**config.mk**
```make
export PLATFORM = sky130hd
export DESIGN_NAME = mmfs_ctrl
export DESIGN_NICKNAME = d
export VERILOG_FILES = /design/src/mmfs_pkg.sv /design/src/mmfs_ctrl.sv
export SDC_FILE = /design/constraint.sdc
export NUM_CORES = 1
export LEC_CHECK = 0
export BUFFER_PORTS_ARGS = -buffer_cell sky130_fd_sc_hd__buf_4
export CORE_AREA = 2 2 39 41
export DETAILED_ROUTE_END_ITERATION = 10
export DIE_AREA = 0 0 41 43
export SLEW_MARGIN = 40
export SYNTH_ARGS = -nofsm -noshare
export SYNTH_HDL_FRONTEND = slang
export SYNTH_SLANG_ARGS = --single-unit
export TNS_END_PERCENT = 50
```
**constraint.sdc**
```tcl
create_clock -name clk -period 1.61 [get_ports clk]
set_input_delay 0.322 -clock clk [delete_from_list [all_inputs] [get_ports clk]]
set_output_delay 0.322 -clock clk [all_outputs]
set_load 0.01 [all_outputs]
```
**src/mmfs_pkg.sv**
```systemverilog
// mmfs_pkg: shared types and constants for the min-max feature scaler
// opcodes, controller states, command and status structs between ctrl and dpath
// no dependencies
package mmfs_pkg;

  // field widths
  localparam int DATA_W = 32;
  localparam int NORM_W = 17;
  localparam int FRAC_W = 16;
  localparam int COL_W  = 4;
  localparam int NF_W   = 5;
  localparam int OP_W   = 2;

  // per-column min/max table always has one entry per column code
  localparam int NUM_COLS = 16;

  // parameter defaults for the top level
  localparam int DEF_MAX_FEATURES = 16;
  localparam int DEF_MAX_SAMPLES  = 1024;

  // arithmetic widths
  localparam int DIFF_W    = DATA_W + 1;           // exact difference of two samples
  localparam int DVD_W     = DIFF_W + FRAC_W + 1;  // scaled and rounded dividend
  localparam int DIV_STEPS = NORM_W;               // one quotient bit per step
  localparam int DIV_CNT_W = $clog2(DIV_STEPS);
  localparam int PROD_W    = NORM_W + DATA_W;
  localparam int SUM_W     = DIFF_W + 2;

  localparam logic signed [DATA_W-1:0] DATA_MAX = {1'b0, {(DATA_W-1){1'b1}}};
  localparam logic signed [DATA_W-1:0] DATA_MIN = {1'b1, {(DATA_W-1){1'b0}}};

  // result codes
  localparam logic KIND_NORM    = 1'b0;
  localparam logic KIND_DENORM  = 1'b1;
  localparam logic STATUS_OK    = 1'b0;
  localparam logic STATUS_EMPTY = 1'b1;

  typedef enum logic [OP_W-1:0] {
    OP_LOAD   = 2'd0,
    OP_DRAIN  = 2'd1,
    OP_DENORM = 2'd2,
    OP_CLEAR  = 2'd3
  } op_t;

  typedef enum logic [2:0] {
    ST_IDLE,
    ST_EXEC,
    ST_FETCH,
    ST_DIV,
    ST_FIN,
    ST_OUT
  } state_t;

  // controller to datapath
  typedef struct packed {
    logic capture;
    logic load_exec;
    logic clear_exec;
    logic drain_rd;
    logic drain_none;
    logic den_none;
    logic mul;
    logic div_init;
    logic div_step;
    logic den_fin;
    logic out_load;
  } cmd_t;

  // datapath to controller
  typedef struct packed {
    op_t  op;
    logic drain_empty;
    logic col_empty;
    logic div_last;
    logic out_free;
  } sts_t;

endpackage

```
**src/mmfs_ctrl.sv**
```systemverilog
// mmfs_ctrl: sequencing state machine of the min-max feature scaler
// depends on mmfs_pkg; drives commands into mmfs_dpath and reads its status
module mmfs_ctrl (
  input  logic            clk,
  input  logic            rst_n,
  input  logic            in_valid,
  output logic            in_ready,
  input  mmfs_pkg::sts_t  sts,
  output mmfs_pkg::cmd_t  cmd
);
  import mmfs_pkg::*;

  state_t state_r, state_nxt;

  // state register
  always_ff @(posedge clk) begin
    if (!rst_n) begin
      state_r <= ST_IDLE;
    end else begin
      state_r <= state_nxt;
    end
  end

  // next state and commands
  always_comb begin
    state_nxt = state_r;
    cmd       = '0;
    in_ready  = 1'b0;
    case (state_r)
      ST_IDLE: begin
        in_ready = 1'b1;
        if (in_valid) begin
          cmd.capture = 1'b1;
          state_nxt   = ST_EXEC;
        end
      end
      ST_EXEC: begin
        case (sts.op)
          OP_LOAD: begin
            cmd.load_exec = 1'b1;
            state_nxt     = ST_IDLE;
          end
          OP_CLEAR: begin
            cmd.clear_exec = 1'b1;
            state_nxt      = ST_IDLE;
          end
          OP_DRAIN: begin
            if (sts.drain_empty) begin
              cmd.drain_none = 1'b1;
              state_nxt      = ST_OUT;
            end else begin
              cmd.drain_rd = 1'b1;
              state_nxt    = ST_FETCH;
            end
          end
          OP_DENORM: begin
            if (sts.col_empty) begin
              cmd.den_none = 1'b1;
              state_nxt    = ST_OUT;
            end else begin
              cmd.mul   = 1'b1;
              state_nxt = ST_FIN;
            end
          end
          default: begin
            state_nxt = ST_IDLE;
          end
        endcase
      end
      ST_FETCH: begin
        cmd.div_init = 1'b1;
        state_nxt    = ST_DIV;
      end
      ST_DIV: begin
        cmd.div_step = 1'b1;
        if (sts.div_last) begin
          state_nxt = ST_OUT;
        end
      end
      ST_FIN: begin
        cmd.den_fin = 1'b1;
        state_nxt   = ST_OUT;
      end
      ST_OUT: begin
        if (sts.out_free) begin
          cmd.out_load = 1'b1;
          state_nxt    = ST_IDLE;
        end
      end
      default: begin
        state_nxt = ST_IDLE;
      end
    endcase
  end

endmodule

```
; Word-level counts from Yosys, hierarchy flattened
; Index checks and enable logic that the tools add are counted.
[word_totals]
inputBits = 9
elab_cells = 40
n_memories = 0
register_bits = 3
rom_bits = 0
latchBits = 0
ramBits = 0
out_inout_bits = 12
[classes]
n_reduce_logical = 4
shifts = 0
multipliers = 0
muxes = 24
n_eq_ne = 11
n_div = 0
add_sub_neg = 0
n_bitwise = 0
magnitude_cmp = 0
[ops]
columns = operator, n
row1 = case mux 3 bit (6 select lines), 1
row2 = 2-to-1 mux 1 bit, 15
row3 = 2-to-1 mux 3 bit, 4
row4 = case mux 3 bit (3 select lines), 1
row5 = "equality test 3 x 2 -> 1 bit, second input constant", 2
row6 = "equality test 3 bit, second input constant", 2
row7 = 2-to-1 mux 6 bit, 1
row8 = "!= test 2 bit, second input constant", 3
row9 = "equality test 2 bit, second input constant", 2
row10 = 2-to-1 mux 2 bit, 2
row11 = "equality test 3 x 1 -> 1 bit, second input constant", 1
row12 = zero test 3 bit, 1
row13 = AND reduction 3 bit, 1
row14 = "equality test 2 x 1 -> 1 bit, second input constant", 1
row15 = zero test 2 bit, 1
row16 = OR reduction 2 bit, 1

; Depth between registers and ports, before layout
[logic_depth]
ltp_word = 4
depth_mapped = 6
ltp_nobuf = 6

; Worst setup path after synthesis
; OpenSTA, ideal clock, no wires.
[synth_timing]
kind = flip-flop to output port
startpoint = register state_r[0]
endpoint = output cmd[10] (netlist bit)
n_path_buf = 1
stages_incl_launch_ff = 4
required_time_ns = 1.288
arrival_ns = 1.014
path_slack_ns = 0.274
path_cell_list = dfxtp_1 > buf_2 > nor3_1 > and2_1
[synth_rtl]
columns = element, line_no
row1 = from (decl), mmfs_ctrl.sv:13  ; state_t state_r, state_nxt;
row2 = from (signal assigned), mmfs_ctrl.sv:20  ; state_r <= state_nxt;
row3 = to (decl), mmfs_ctrl.sv:9  ; output mmfs_pkg::cmd_t cmd

==> metrics.md <==
| Metric | Value |
|---|---|
| Share of layout cells above drive strength 1 | 47.95% |
| DRC errors left | 0 |
| DRT Wirelength | 895 um |
| Worst Path Required | 1.29 ns |
| RD Place Congestion | 0.6650 |
| Status | finished, final reports clean |
| Hold Buf Count CTS | 0 |
| Power per cell area | 554.2 mW/mm^2 |
| Detailed placer's ending HPWL | 726.7 um |
| Clock tree buffer depth | 2 |
| Worst reg-to-reg setup slack | 0.32 ns |
| Commonest non-fill, non-tap cell in the layout | buf_4 |
| Levels on crit path | 3 |
| Startpoint types | flip-flop |
| Most frequent cells in the layout | 25 x buf_4, 4 x and2_1, 4 x ha_1 |
| DR WL/cell | 10.06 um |
| Via count | 415 |
| Min-delay src | rst_n |
| Delay-heaviest family, CP | simple AND/OR/NAND/NOR gates |
| Starting Density | 27.12% |
| Sequential area share after synthesis | 16.00% |
| Initial DRC Count | 17 |
| FFs w/ async S/R, synth | 0% |
| Die ar. | 0.001763 sq mm |
| Ys flop type | dfxtp_1 |
| Fin. max-slew vios | 0 |
| Flop pwr share | 25.8% |
| Switch share | 28.23% |
| Vias in the first global route | 377 |
| Pin count of the biggest net entering global routing | 9 |
| Cells after synthesis | 47 |
| Yosys Warn Count | 0 |
| Arrival time worst endpoint | 1.20 ns |
| Largest registers | state_r x3 |
| Hold Path Class | in -> reg |
| Setup tns final | 0 ns |
| Syn Nets | 60 |
| Sw Pwr | 93.96 uW |
| # nets final | 87 |
| Crit path max fanout | 7 |
| Final hold slack | 0.3002 ns |
| Synth Register Bits | 3 |
| Final Hold Violating Endpoints | 0 |
| Reg-to-reg endpoint | state_r[2] |
| Post-Syn Area | 375.4 sq um |
| Grt peak-use layer | met2 |
| Root Buffer | clkbuf_4 |
| Vias per cell | 4.663 |
| Comb power frac | 34.0% |
| Max Cap Viol | 0 |
| GR Util met3 | 5.759% |
| Top-level I/O count | 21 |
| Slew @ Worst Pin | 0.2615 ns |
| Worst path slowest cell | dfxtp_2 |
| Max reg flops | 3 |
| CP endpoint kind | primary output |
| Max Freq | 0.6591 GHz |
| Clk slew on worst S/H paths | 0.04 ns |
| Final critical-path required period | 1.517 ns |
| Synth cell types | 27 |
| Antenna violations before repair | 0 |
| Final ANT Viol Nets | 0 |
| H-tree depth | 1 |
| Cell Rows | 14 |
| Number of flops mapped to enable cells by yosys | 0 |
| CP bufs+invs | 1 |
| Critical path cell sequence | nor3b_4 > and3b_1 > buf_4 |
| Clk sinks | 3 |
| Slowest stage delay, CP | 0.36 ns |
| Global-route wire length before repair | 1455 um |
| Worst VDD drop | 252.0 uV |
| Setup CP Type | reg -> out |
| Worst Setup EP | cmd[7] |
| # setup viols final | 0 |
| Leak | 0.0003281 uW |
| DIE HEIGHT | 43 um |
| N_diodes | 0 |
| Gr usage total | 12.94% |
| Clock Skews | 0.0007559 ns |
| Met2 usage | 17.81% |
| Clock power frac | 40.2% |
| Die W | 41 um |
| Internal power | 238.9 uW |
| R2R cell count | 4 |
| Relative slew slack | 82.53% |
| Avg Cell Area, Syn | 7.986 sq um |
| Top reg by flops | state_r |
| P&R area growth vs syn | 60.00% |
| CTS buffer count | 3 |
| R2R Path Start | state_r[1] |
| Worst skew pair latency | 0.24 ns |
| CTS tree | yes |
| CP startpoint | state_r[0] |
| Met1 usage | 13.78% |
| Core Area | 0.001384 sq mm |
| RSZ-0062 raised after global routing | false |
| Pre-antenna DRT Iters | 2 |
| PortBufs | 20 |
| GRT overflow | 0 |
| Post-route clock period utilization | 94.24% |
worst register-to-register path, stage by stage (launching register included):
cell and delay, ns:
dfxtp_2 0.35, or4_4 0.52, nand3_2 0.08, o22ai_1 0.07, and2_1 0.16
cell type report:
cell class | instances | area (sq um)
clock buffer | 4 | 26.28
inverter | 2 | 7.507
fill | 153 | 783.3
timing repair buffer | 25 | 187.7
tap | 16 | 20.02
sequential | 3 | 63.81
multi-input combinational | 39 | 295.3
synthesized netlist by cell type (2+ instances only):
master / n / area share (%)
ha_1: 4 / 13
and2_1: 4 / 6.7
buf_2: 2 / 2.7
inv_1: 2 / 2.0
nand2_1: 3 / 3.0
nor2_1: 3 / 3.0
and3b_1: 2 / 4.7
dfxtp_1: 3 / 16
o21ai_0: 2 / 2.7
nor3b_1: 2 / 4.0
and3_1: 3 / 5.0
a21o_1: 2 / 4.0
how the worst min path moves through the flow:
stage | slack [ns] | endpoint | depth (start not counted)
6_report | 0.30 | state_r[1] | 2
5_1_grt | 0.29 | state_r[1] | 2
4_1_cts | 0.30 | state_r[1] | 2
3_5_place_dp | 0.55 | state_r[1] | 2
3_3_place_gp | 0.54 | state_r[1] | 2
2_1_floorplan | 0.44 | state_r[1] | 1
through the flow:
stage               setup slack [ns]  std cells  area [sq um]  utilization (%)  total power [uW]
floorplan                     0.2737         47         375.4                -             142.0
global placement              0.1007         84         554.3            40.05             191.9
detailed placement            0.1092         84         554.3            40.05             192.3
CTS                         0.002579         88         590.6            42.68             336.4
global route                0.001984         89         600.6            43.40             359.7
finish                       0.09279         89         600.6            43.40             332.8
cells by family (layout without fill, tap and decap cells):
| family | Yosys count | after routing | synth area share, % |
|---|---|---|---|
| buf+inv | 5 | 31 | 7.667 |
| compound gates | 10 | 10 | 18.33 |
| simple gates | 25 | 25 | 44.67 |
| flops | 3 | 3 | 16.00 |
| fa+ha+maj | 4 | 4 | 13.33 |
per-layer routing:
metal | routed length, um | up-vias
met3 | 110 | 2
met5 | 0 | -
li1 | - | 218
met1 | 358 | 174
met2 | 408 | 21
met4 | 17 | 0
what timing repair did:
item,CTS,global route
hold endpoints to repair,0,0
setup endpoints to repair,7,7
setup buffers,0,1
pin swaps,0,1
gates resized for setup,3,2
power by group through the flow:
stage	Sequential, uW	Clock [uW]	Combinational [uW]
after floorplan	81.0	0	61.0
after global placement	85.4	0	107
after detailed placement	85.5	0	107
after CTS	85.7	140	111
after global routing	86.8	147	126
final	85.9	134	113
Power figures use the tool's default switching activity.
